[src/hw/rtl/tpq_pkg.sv]
// Types and constants of the tag presence qualifier.
package tpq_pkg;

    // Result status codes
    localparam logic [2:0] ST_NO_TAG     = 3'd0;
    localparam logic [2:0] ST_SAME       = 3'd1;
    localparam logic [2:0] ST_SETTLING   = 3'd2;
    localparam logic [2:0] ST_REMOVED    = 3'd3;
    localparam logic [2:0] ST_READER_ERR = 3'd4;
    localparam logic [2:0] ST_NEW        = 3'd5;
    localparam logic [2:0] ST_UNREADABLE = 3'd6;

    // Tag family codes
    localparam logic [1:0] FAM_SEVEN = 2'd0;
    localparam logic [1:0] FAM_FOUR  = 2'd1;
    localparam logic [1:0] FAM_OTHER = 2'd2;

    // Register indexes
    localparam logic REG_DWELL   = 1'b0;
    localparam logic REG_ABSENCE = 1'b1;

    localparam logic [15:0] DWELL_RESET   = 16'd1000;
    localparam logic [15:0] ABSENCE_RESET = 16'd3000;

    localparam logic [2:0] QUIET_PER_PROBE = 3'd5;
    localparam logic [1:0] FAIL_LIMIT      = 2'd3;
    localparam logic [3:0] GOOD_PER_REARM  = 4'd10;
    localparam logic [3:0] LEN_SEVEN       = 4'd7;
    localparam logic [3:0] LEN_FOUR        = 4'd4;

    localparam int IN_W  = 120;
    localparam int OUT_W = 8;

    // Input word, first field in the highest bits
    typedef struct packed {
        logic        decoded_ok;
        logic        probe_ok;
        logic [31:0] now_ms;
        logic [3:0]  uid_len;
        logic [15:0] uid_high;
        logic [63:0] uid_low;
        logic        tag_seen;
        logic        reader_ready;
    } in_word_t;

    // Result word, first field in the highest bits
    typedef struct packed {
        logic       rearm;
        logic       probe_issued;
        logic [1:0] tag_family;
        logic [2:0] status;
    } out_word_t;

endpackage

[src/hw/rtl/tag_presence_qualifier_core.sv]
// Top level of the tag presence qualifier: poll in, one status word out.
//
// Use: feed one reader poll per word on the s_ stream and take one status
// word per poll from the m_ stream, in order. dwell_ms and absence_ms are
// set on the plain write port (cfg_wr_en, cfg_index, cfg_wdata) while idle.
//
// A poll accepted on the s_ stream is registered in the input register,
// evaluated against the tracking state and loads the result register once
// the result register is empty or its word is being taken (m_tready high).
// Throughput: one poll per cycle while m_tready stays high, set by the single
// evaluate step between the input register and the result register; the state
// update for poll k lands in the same edge that loads poll k+1's input register.
//
// Stall: while m_tready is low the result word holds; the input register
// still fills once, then s_tready drops until the result is taken.
//
// Reset (aresetn low, synchronous): both stages empty, counters, held tag,
// candidate and lost time cleared, dwell_ms back to 1000, absence_ms to 3000.
module tag_presence_qualifier_core #(
    parameter int MAX_UID_BYTES = 10
) (
    input  logic                          aclk,
    input  logic                          aresetn,
    // fields from bit 0: reader_ready, tag_seen, uid_low[64], uid_high[16],
    // uid_len[4], now_ms[32], probe_ok, decoded_ok
    input  logic [tpq_pkg::IN_W-1:0]      s_tdata,
    input  logic                          s_tvalid,
    output logic                          s_tready,
    // fields from bit 0: status[3], tag_family[2], probe_issued, rearm, pad
    output logic [tpq_pkg::OUT_W-1:0]     m_tdata,
    output logic                          m_tvalid,
    input  logic                          m_tready,
    input  logic                          cfg_wr_en,
    input  logic                          cfg_index,
    input  logic [15:0]                   cfg_wdata
);
    import tpq_pkg::*;

    localparam int UID_W = MAX_UID_BYTES * 8;
    localparam logic [3:0] MAX_LEN = 4'(MAX_UID_BYTES);

    // Configuration
    logic [15:0] dwell_reg, absence_reg;

    // Pipeline stages
    logic      in_valid_reg, out_valid_reg;
    in_word_t  in_reg;
    out_word_t out_reg, out_next;
    logic      advance;

    // Tracking state
    logic [2:0]       quiet_reg, quiet_next;
    logic [1:0]       fail_reg, fail_next;
    logic [3:0]       good_reg, good_next;
    logic [UID_W-1:0] held_uid_reg, held_uid_next;
    logic [3:0]       held_len_reg, held_len_next;
    logic [UID_W-1:0] cand_uid_reg, cand_uid_next;
    logic [3:0]       cand_len_reg, cand_len_next;
    logic [31:0]      cand_first_reg, cand_first_next;
    logic [31:0]      lost_reg, lost_next;

    // Evaluate helpers
    logic [79:0]      uid_full;
    logic [3:0]       len_sat;
    logic [UID_W-1:0] uid_masked;
    logic [31:0]      lost_eff, lost_age, cand_age;
    logic             probe_done;

    assign advance  = in_valid_reg && (!out_valid_reg || m_tready);
    assign s_tready = !in_valid_reg || advance;
    assign m_tvalid = out_valid_reg;
    assign m_tdata  = {1'b0, out_reg};

    // Saturate the length and drop bytes beyond it
    assign uid_full = {in_reg.uid_high, in_reg.uid_low};
    assign len_sat  = (in_reg.uid_len > MAX_LEN) ? MAX_LEN : in_reg.uid_len;

    always_comb begin
        for (int b = 0; b < MAX_UID_BYTES; b++) begin
            uid_masked[b*8 +: 8] = (4'(b) < len_sat) ? uid_full[b*8 +: 8] : 8'h00;
        end
    end

    // A loss first seen at time zero is recorded as one
    assign lost_eff = (lost_reg != 32'd0) ? lost_reg :
                      ((in_reg.now_ms != 32'd0) ? in_reg.now_ms : 32'd1);
    assign lost_age = in_reg.now_ms - lost_eff;
    assign cand_age = in_reg.now_ms - cand_first_reg;

    always_comb begin
        quiet_next      = quiet_reg;
        fail_next       = fail_reg;
        good_next       = good_reg;
        held_uid_next   = held_uid_reg;
        held_len_next   = held_len_reg;
        cand_uid_next   = cand_uid_reg;
        cand_len_next   = cand_len_reg;
        cand_first_next = cand_first_reg;
        lost_next       = lost_reg;
        probe_done      = 1'b0;
        out_next        = '0;
        out_next.status = ST_NO_TAG;

        if (!in_reg.reader_ready) begin
            out_next.status = ST_NO_TAG;
        end else if (!in_reg.tag_seen) begin
            // Quiet poll: drop the candidate, maybe run a probe
            cand_uid_next = '0;
            cand_len_next = 4'd0;
            quiet_next    = quiet_reg + 3'd1;
            if (quiet_next >= QUIET_PER_PROBE) begin
                quiet_next            = 3'd0;
                out_next.probe_issued = 1'b1;
                if (!in_reg.probe_ok) begin
                    probe_done = 1'b1;
                    fail_next  = fail_reg + 2'd1;
                    if (fail_next < FAIL_LIMIT) begin
                        out_next.status = ST_NO_TAG;
                    end else begin
                        fail_next       = 2'd0;
                        out_next.status = ST_READER_ERR;
                    end
                end else begin
                    fail_next = 2'd0;
                    good_next = good_reg + 4'd1;
                    if (good_next >= GOOD_PER_REARM) begin
                        good_next      = 4'd0;
                        out_next.rearm = 1'b1;
                    end
                end
            end
            // Absence debounce, skipped after a failed probe
            if (!probe_done) begin
                if (held_len_reg != 4'd0) begin
                    if (lost_age < {16'd0, absence_reg}) begin
                        lost_next       = lost_eff;
                        out_next.status = ST_SAME;
                    end else begin
                        held_uid_next   = '0;
                        held_len_next   = 4'd0;
                        lost_next       = 32'd0;
                        out_next.status = ST_REMOVED;
                    end
                end else begin
                    out_next.status = ST_NO_TAG;
                end
            end
        end else begin
            lost_next  = 32'd0;
            quiet_next = 3'd0;
            case (len_sat)
                LEN_SEVEN: out_next.tag_family = FAM_SEVEN;
                LEN_FOUR:  out_next.tag_family = FAM_FOUR;
                default:   out_next.tag_family = FAM_OTHER;
            endcase
            // Stored UIDs are kept masked, so a full compare plus length suffices
            if (len_sat == held_len_reg && uid_masked == held_uid_reg) begin
                out_next.status = ST_SAME;
            end else if (len_sat != cand_len_reg || uid_masked != cand_uid_reg) begin
                cand_uid_next   = uid_masked;
                cand_len_next   = len_sat;
                cand_first_next = in_reg.now_ms;
                out_next.status = ST_SETTLING;
            end else if (cand_age < {16'd0, dwell_reg}) begin
                out_next.status = ST_SETTLING;
            end else begin
                held_uid_next = uid_masked;
                held_len_next = len_sat;
                if ((len_sat == LEN_SEVEN || len_sat == LEN_FOUR) && in_reg.decoded_ok) begin
                    out_next.status = ST_NEW;
                end else begin
                    out_next.status = ST_UNREADABLE;
                end
            end
        end
    end

    // Configuration writes
    always_ff @(posedge aclk) begin
        if (!aresetn) begin
            dwell_reg   <= DWELL_RESET;
            absence_reg <= ABSENCE_RESET;
        end else if (cfg_wr_en) begin
            case (cfg_index)
                REG_DWELL:   dwell_reg   <= cfg_wdata;
                REG_ABSENCE: absence_reg <= cfg_wdata;
                default:     dwell_reg   <= dwell_reg;
            endcase
        end
    end

    // Stage valids and tracking state
    always_ff @(posedge aclk) begin
        if (!aresetn) begin
            in_valid_reg   <= 1'b0;
            out_valid_reg  <= 1'b0;
            quiet_reg      <= '0;
            fail_reg       <= '0;
            good_reg       <= '0;
            held_uid_reg   <= '0;
            held_len_reg   <= '0;
            cand_uid_reg   <= '0;
            cand_len_reg   <= '0;
            cand_first_reg <= '0;
            lost_reg       <= '0;
        end else begin
            if (s_tready) begin
                in_valid_reg <= s_tvalid;
            end
            if (advance) begin
                out_valid_reg <= 1'b1;
            end else if (m_tready) begin
                out_valid_reg <= 1'b0;
            end
            if (advance) begin
                quiet_reg      <= quiet_next;
                fail_reg       <= fail_next;
                good_reg       <= good_next;
                held_uid_reg   <= held_uid_next;
                held_len_reg   <= held_len_next;
                cand_uid_reg   <= cand_uid_next;
                cand_len_reg   <= cand_len_next;
                cand_first_reg <= cand_first_next;
                lost_reg       <= lost_next;
            end
        end
    end

    // Payload registers, no reset
    always_ff @(posedge aclk) begin
        if (s_tready && s_tvalid) begin
            in_reg <= in_word_t'(s_tdata);
        end
        if (advance) begin
            out_reg <= out_next;
        end
    end

endmodule

[config.mk]
export PLATFORM = sky130hd
export DESIGN_NAME = tag_presence_qualifier_core
export DESIGN_NICKNAME = d
export VERILOG_FILES = /design/src/hw/rtl/tpq_pkg.sv /design/src/hw/rtl/tag_presence_qualifier_core.sv
export SDC_FILE = /design/constraint.sdc
export NUM_CORES = 1
export LEC_CHECK = 0
export BUFFER_PORTS_ARGS = -buffer_cell sky130_fd_sc_hd__buf_4
export CAP_MARGIN = 20
export CORE_MARGIN = 2
export CORE_UTILIZATION = 45
export CTS_CLUSTER_DIAMETER = 100
export DETAILED_ROUTE_END_ITERATION = 8
export GPL_ROUTABILITY_DRIVEN = 0
export PLACE_DENSITY = 0.72
export SLEW_MARGIN = 20
export SYNTH_ARGS = -nofsm -noshare
export SYNTH_HDL_FRONTEND = slang
export SYNTH_SLANG_ARGS = --single-unit
[constraint.sdc]
create_clock -name aclk -period 6.91 [get_ports aclk]
set_clock_uncertainty 0.1 [all_clocks]
set_input_delay 0.3455 -clock aclk [delete_from_list [all_inputs] [get_ports aclk]]
set_output_delay 0.3455 -clock aclk [all_outputs]
set_load 0.05 [all_outputs]
# Yosys cells after proc, flatten, opt, wreduce, memory -nomap -nowiden

Cells that the tools add are included.

Bits in registers: 402
Output and inout port bits: 10

Add/sub/neg operators: 5
Order comparisons: 16
Equality and inequality tests: 12
Muxes and demuxes: 62
Bitwise gates (word level): 6
Reduce and logical (&&, ||, !) cells: 27

Operators by type and width:

| operator                                             | count |
|---|---|
| two-way mux 80 bit                                   | 10 |
| two-way mux 32 bit                                   | 6 |
| equality test 80 bit                                 | 1 |
| two-way mux 8 bit                                    | 10 |
| inequality test 80 bit                               | 1 |
| < comparator 32 x 16 -> 1 bit                        | 2 |
| nonzero test 32 bit                                  | 2 |
| subtractor 32 bit                                    | 2 |
| two-way mux 4 bit                                    | 12 |
| two-way mux 3 bit                                    | 11 |
| < comparator 3 x 4 -> 1 bit (first input constant)   | 4 |
| AND reduction 4 bit                                  | 3 |
| inequality test 2 bit (second input constant)        | 5 |
| AND reduction 5 bit                                  | 2 |
| equality test 4 x 3 -> 1 bit (second input constant) | 2 |
| < comparator 1 x 4 -> 1 bit (first input constant)   | 2 |
| < comparator 2 x 4 -> 1 bit (first input constant)   | 2 |
| < comparator 4 bit (first input constant)            | 2 |
| two-way mux 1 bit                                    | 8 |
| two-way mux 2 bit                                    | 4 |
| AND reduction 2 bit                                  | 4 |
| AND reduction 8 bit                                  | 1 |
| NOT 1 bit                                            | 6 |
| adder 4 x 1 -> 4 bit (second input constant)         | 1 |
| 17 further kinds                                     | 25 |

# Longest topological paths before layout

Gate-level depths: netlist (run 1).

Word-level depth: 10
Mapped depth: 29
Gate-level depth less buffers: 26

# Least setup slack after synthesis (run 1)

OpenSTA, ideal clock, no wires.

Path kind: reg2reg
From: register in_reg[87] (netlist name)
To: register held_uid_reg[65]
Arrival: 5.650 ns
Required time: 6.738 ns
Slack: 1.088 ns
Cell stages (with the launch flop): 28
Period minus slack after synthesis: 5.822 ns
Cell sequence: edfxtp_1 -> nor4_1 -> nand4_1 -> o21a_1 -> clkbuf_1 -> a21oi_1 -> ha_1 -> inv_1 -> fa_1 -> a21o_1 -> a311o_1 -> a31oi_2 -> o21ai_0 -> xor2_1 -> ha_1 -> a21oi_1 -> nand2_1 -> o2bb2ai_1 -> nor4_1 -> and4_1 -> nor4bb_1 -> and4_1 -> nand4_1 -> nor4_1 -> a211o_1 -> buf_6 -> buf_4 -> o2bb2ai_1

Word-level cells in the longest chain between the ends: 7
Elaborated cells on any way between the ends: 10
Classes of those cells: add/sub: 2; order compare: 2; eq/ne: 2; mux: 2; reduce/logical: 2

Ends and longest elaborated chain:

| item                                     | line                               | source |
|---|---|---|
| start: declaration                       | tag_presence_qualifier_core.sv:47  | `in_word_t in_reg;` |
| start signal: assignment                 | tag_presence_qualifier_core.sv:232 | `in_reg <= in_word_t'(s_tdata);` |
| nonzero test 32 bit                      | tag_presence_qualifier_core.sv:86  | `((in_reg.now_ms != 32'd0) ? in_reg.now_ms : 32'd1);` |
| two-way mux 32 bit                       | tag_presence_qualifier_core.sv:86  |  |
| two-way mux 32 bit                       | tag_presence_qualifier_core.sv:85  | `assign lost_eff = (lost_reg != 32'd0) ? lost_reg :` |
| subtractor 32 bit                        | tag_presence_qualifier_core.sv:87  | `assign lost_age = in_reg.now_ms - lost_eff;` |
| < comparator 32 x 16 -> 1 bit            | tag_presence_qualifier_core.sv:135 | `if (lost_age < {16'd0, absence_reg}) begin` |
| inequality test 2 bit (no source line)   | -                                  |  |
| AND reduction 8 bit (no source line) (*) | -                                  |  |
| end signal: assignment                   | tag_presence_qualifier_core.sv:219 | `held_uid_reg <= held_uid_next;` |
| end: declaration                         | tag_presence_qualifier_core.sv:55  | `logic [UID_W-1:0] held_uid_reg, held_uid_next;` |

Mark *: on every way between the ends. The rest lies on a longest branch, timed or not.
A chain may end at the register's enable or synchronous reset.

# Final worst setup path (run 1)

From: register in_reg[87] (netlist name)
To: register held_uid_reg[18]

The elaborated chain is that of the path after synthesis.

==> results of run 1 <==
[power by group through the flow]
stage / logic (mW) / clock network (mW) / registers [mW]
5_1_grt: 1.06 / 2.53 / 2.61
6_report: 0.970 / 2.41 / 2.60
2_1_floorplan: 0.610 / 0 / 2.62
4_1_cts: 0.948 / 2.43 / 2.60
3_5_place_dp: 0.876 / 0 / 2.65
3_3_place_gp: 0.857 / 0 / 2.64
[per-layer routing]
layer / track usage (%) / vias to the layer above / share of wire (%)
li1: - / 9640 / -
met5: 0 / - / 0
met4: 13.0 / 0 / 4.9
met3: 3.99 / 176 / 7.4
met1: 33.0 / 9954 / 41
met2: 42.6 / 896 / 46
[what timing repair did]
action	in CTS	in global routing
hold buffers	144	0
endpoints found under the hold margin	154	0
setup endpoints to repair	0	89
setup buffers	0	0
gates resized for setup	0	4
[cells by family after synthesis]
| kind of cell | share of synthesized area (%) |
|---|---|
| simple gates | 17.5 |
| other cells | 0.0169 |
| fa+ha+maj | 5.58 |
| buf+inv | 5.12 |
| compound gates | 23.0 |
| mux | 2.08 |
| flops | 41.9 |
| xor+xnor | 4.88 |
[area by class of cell]
| class | count | area (sq um) |
|---|---|---|
| Sequential cell | 402 | 9320 |
| Multi-Input combinational cell | 1788 | 11800 |
| Clock buffer | 68 | 1300 |
| Timing Repair Buffer | 326 | 2830 |
| Tap cell | 664 | 831 |
| Clock inverter | 16 | 163 |
| Inverter | 131 | 497 |
| Fill cell | 4300 | 22100 |
[placed cells by master (no fill, tap or decap), drive strengths merged, types with 34 or more instances in the layout]
cell	instances
a22oi	68
a32oi	52
xnor2	80
clkbuf	68
buf	182
o21ai	76
dfxtp	275
mux2i	44
a31oi	47
xor2	44
nand3	46
dlygate4sd3	144
inv	131
o2bb2ai	86
a21o	50
nor4	38
nand4	46
nand2	217
a21oi	138
nor3	38
nor2	282
edfxtp	127
nor4bb	34
ha	96
[worst paths after layout]
path,startpoint,end,slack (ns),cells past startpoint
worst max-delay path,in_reg[87],held_uid_reg[18],0.43,26
worst min-delay path,cfg_index,dwell_reg[0],0.17,5
worst max register to register,in_reg[87],held_uid_reg[18],0.43,26
worst min register to register,dwell_reg[10],dwell_reg[10],0.36,2
[cell usage after synthesis, drive strengths merged, types with 12 or more instances]
| cell type | instances | area share [%] |
|---|---|---|
| o22ai | 16 | 0.45 |
| a21o | 50 | 1.7 |
| xnor2 | 80 | 3.2 |
| and2 | 15 | 0.42 |
| o21a | 18 | 0.61 |
| nor4bb | 34 | 1.5 |
| nand3 | 46 | 1.0 |
| a21oi | 138 | 3.1 |
| nor3 | 38 | 0.88 |
| a22oi | 68 | 2.3 |
| a31oi | 47 | 1.4 |
| inv | 130 | 2.2 |
| o211ai | 30 | 1.0 |
| a32oi | 52 | 2.0 |
| nand2b | 16 | 0.45 |
| dfxtp | 275 | 25 |
| xor2 | 44 | 1.7 |
| ha | 96 | 5.4 |
| nor4 | 38 | 1.1 |
| or2 | 12 | 0.34 |
| nor2 | 282 | 4.8 |
| mux2i | 44 | 2.0 |
| buf | 55 | 1.4 |
| clkbuf | 89 | 1.5 |
| edfxtp | 127 | 17 |
| nand2 | 217 | 3.7 |
| o32ai | 32 | 1.3 |
| o2bb2ai | 86 | 3.4 |
| nand4 | 46 | 1.3 |
| o21ai | 76 | 1.7 |
[metrics by stage]
stage	setup WS, ns	util, %	hold WS (ns)	total power, mW	cell area, sq um
global placement	0.467	48.8	0.345	3.50	23800
CTS	0.232	54.7	0.149	5.98	26700
detailed placement	0.300	48.8	0.350	3.52	23800
global route	-0.00452	54.8	0.193	6.19	26800
finish	0.433	54.8	0.171	5.98	26800
floorplan	1.09	-	0.332	3.23	22200
[worst max-delay path, stage by stage (launching register included)]
cell	delay [ns]
edfxtp_1	0.56
nor4_4	0.42
nand4_1	0.16
o21a_1	0.30
a21oi_1	0.23
ha_1	0.19
inv_1	0.05
fa_1	0.40
a21o_1	0.23
a311o_1	0.41
nand2_1	0.09
nand2_1	0.07
a21o_1	0.19
a21oi_1	0.21
xnor2_1	0.15
ha_1	0.26
nand4_1	0.13
o31ai_1	0.10
nor4_1	0.27
and4_1	0.22
nor4bb_1	0.18
and4_1	0.24
nand4_1	0.18
nor4_2	0.34
a211o_2	0.17
buf_12	0.35
o2bb2ai_1	0.17
==> reports/metrics.yaml, run 1 <==
coreArea_sq_mm: 0.0488
clock-sinks: 402
numPortBuffers: 150
netlist_instances: 2465
hold_path_class: "in2reg"
status: "completed"
comb_power_share_pct: 16.2
p_int_mw: 4.30
synth_edf_count: 127
period_share_pct: 93.7
grt_pass1_vias: 19820
relSlewSlack_pct: 33.1
synth_flop_cell: "dfxtp_1"
p_switching_mw: 1.68
grt_start_max_net_pins: 97
wl_mm: 67.5
report.final.slew_viol_count: 0
cp_max_fo: 84
routed_via_density: 6.09
htreeDepth: 2
synth-seq-cells: 402
cellPowerDensity_mw_per_mm2: 223
cts_buffer_depth: 3
grt_antenna_before_repair: 0
start_util_pct: 45.5
ios: 152
drv_cap: 0
rows: 81
drc: 0
synth_cell_types: 83
syn2layout_area_growth_pct: 20.3
period_needed_ns: 6.48
fin_setup_tns_ns: 0
syn_area_sq_mm: 0.0222
numCtsBuffers: 45
syn-mean-instance-area_sq_um: 9.02
die-area_sq_mm: 0.0512
die_h_microns: 226
grt_pass1_wl_mm: 106
clk_pin_slew_ns: 0.06
leakage_nw: 10.1
route.vias.total: 20666
yosysWarnings: 0
instances_no_fill: 3395
first_iter_violations: 1758
end_kind: "flip-flop"
synth-seq-area-share_pct: 41.9
synth_nets: 2705
cts-root-buf: "clkbuf_16"
p_clk_share_pct: 40.2
drive_above_1_share_pct: 10.2
drtPass1Iterations: 8
ir_drop_mv: 0.232
seqPwrFrac_pct: 43.5
antenna_left: 0
setup_violations: 0
grt_use_total_pct: 25.9
diodes: 0
tritoncts: "yes"
cp.required_ns: 7.33
dpl.cell_count: 3167
start_kind: "flip-flop"
synthArstFlopShare_pct: 0
worst_slew_pin_slew_ns: 1.00
hpwl_mm: 46.5
num-nets-final: 2934
switching_share_pct: 28.1
largest_register_ffs: 120
clock_latency_ns: 0.60
wl_per_cell_microns: 19.9
overflow: 0
cp_data_arrival_time_ns: 6.90
fmax_mhz: 154
dieWidth_microns: 226
hold_viol_final: 0
worstSetupPathType: "reg2reg"
Power figures use the tool's default switching activity.
==> run 2, diff against run 1 <==
- PLACE_DENSITY: 0.72 -> not set
==> reports/metrics.yaml, run 2 (synthesis results as in run 1) <==
post_cts_buffers: 0
final_cell_mix: "nor2_1 (282), dfxtp_1 (275), nand2_1 (217), buf_4 (175), dlygate4sd3_1 (142)"
crit-reg2reg-launch: "in_reg[94]"
r2r_end: "held_uid_reg[57]"
hold_path_class: "in2reg"
die-area_sq_mm: 0.0512
rsz0062_at_grt: "no"
cts-root-buf: "clkbuf_16"
dieWidth_microns: 226
cp_data_arrival_time_ns: 6.94
routed_via_density: 5.92
period_needed_ns: 6.52
pre_cts_slack_ns: 0.230
diodes: 0
fin_ws_ns: 0.388
multiInputGateArea_sq_mm: 0.0118
coreArea_sq_mm: 0.0488
start_kind: "flip-flop"
end_kind: "flip-flop"
cpMaxStageDelayCell: "nor4_1"
leakage_nw: 10.1
grt_antenna_before_repair: 0
drive_above_1_share_pct: 10.4
htreeDepth: 2
hold_viol_final: 0
cp_slowest_stage_delay_ns: 0.52
drc: 0
num-nets-final: 2932
report.final.slew_viol_count: 0
grt_pass1_vias: 19234
hold_depth: 5
hpwl_mm: 48.7
clock-sinks: 402
syn2layout_area_growth_pct: 20.7
grt_pass1_wl_mm: 106
tritoncts: "yes"
final_common_cell: "nor2_1"
wl_mm: 68.1
status: "completed"
period_share_pct: 94.4
antenna_left: 0
start_util_pct: 45.5
wl_per_cell_microns: 20.1
ios: 152
relSlewSlack_pct: 31.2
clock_latency_ns: 0.60
worstSetupPathType: "reg2reg"
fin_setup_tns_ns: 0
clk_pin_slew_ns: 0.07
final_util_pct: 55.0
fillers: 4402
fmax_mhz: 153
overflow: 0
reg2reg_depth: 26
cp.required_ns: 7.33
largest_register_ffs: 120
ir_drop_mv: 0.192
route.vias.total: 20100
cts_buffer_depth: 3
drtPass1Iterations: 6
numPortBuffers: 150
cp_common_cell: "nand4_1"
ff_latch_area_sq_mm: 0.00932
grt_start_max_net_pins: 104
die_h_microns: 226
grt_use_total_pct: 26.4
hold_start: "cfg_index"
worst_slew_pin_slew_ns: 1.03
cp_max_fo: 19
fin_hold_ws_ns: 0.167
setup_violations: 0
numCtsBuffers: 47
whs_endpoint: "dwell_reg[14]"
first_iter_violations: 1551
rows: 81
drv_cap: 0
r2r_slack_ns: 0.39
cellPowerDensity_mw_per_mm2: 226
## run 2: cell types whose count changed in the layout (fill, tap and decap cells not counted), sizes merged
cell	delta
clkinv	+3
inv	+4
buf	-2
clkbuf	-3
dlygate4sd3	-2
bufinv	+1
clkinvlp	-1
## run 2: per-stage QoR
| stage | std cells | power [mW] | instance area [sq um] |
|---|---|---|---|
| final | 3395 | 6.08 | 26900 |
| after global placement | 3165 | 3.53 | 23900 |
| after detailed placement | 3165 | 3.54 | 23900 |
| after global routing | 3395 | 6.32 | 26900 |
| after CTS | 3395 | 6.12 | 26800 |
| after floorplan | 2465 | 3.23 | 22200 |
## run 2: how the worst max path moves through the flow
stage	slack, ns	start	end	cells past startpoint
finish	0.39	in_reg[94]	held_uid_reg[57]	26
global route	0.01	in_reg[103]	held_uid_reg[68]	26
CTS	0.17	lost_reg[24]	held_uid_reg[78]	26
detailed placement	0.23	lost_reg[24]	held_uid_reg[69]	26
global placement	0.37	lost_reg[24]	held_len_reg[2]	25
floorplan	1.09	in_reg[87]	held_uid_reg[65]	27
## run 2: final cells by class
cell class | count | area share, %
Timing Repair Buffer | 322 | 10.6
Clock inverter | 23 | 0.848
Inverter | 131 | 1.85
Multi-Input combinational cell | 1788 | 44.1
Clock buffer | 65 | 4.90
Tap cell | 664 | 3.09
Sequential cell | 402 | 34.7
## run 2: routing by layer
metal	vias to the layer above	track usage, %	part of all wire (%)
met1	9641	33.4	42
li1	9659	-	-
met3	145	3.16	5.0
met4	0	11.3	4.0
met2	655	45.4	49
met5	-	0	0
## run 2: power by group
group          internal, mW  switching, mW
registers              2.51         0.0873
logic                 0.401          0.574
clock network          1.46           1.05
## run 2: what timing repair did
action | CTS | global route
setup endpoints to repair | 0 | 84
hold buffers | 142 | 0
hold endpoints to repair | 154 | 0
resized for setup | 0 | 4
## run 2: critical path, delay by kind of cell (launching register included)
family	cells	cell delay (ns)
AOI/OAI and AO/OA	9	2.04
xor gates and xnor gates	1	0.18
adders and majority gates	3	0.88
buffers and inverters	2	0.33
DFF	1	0.49
and+or+nand+nor	11	2.41
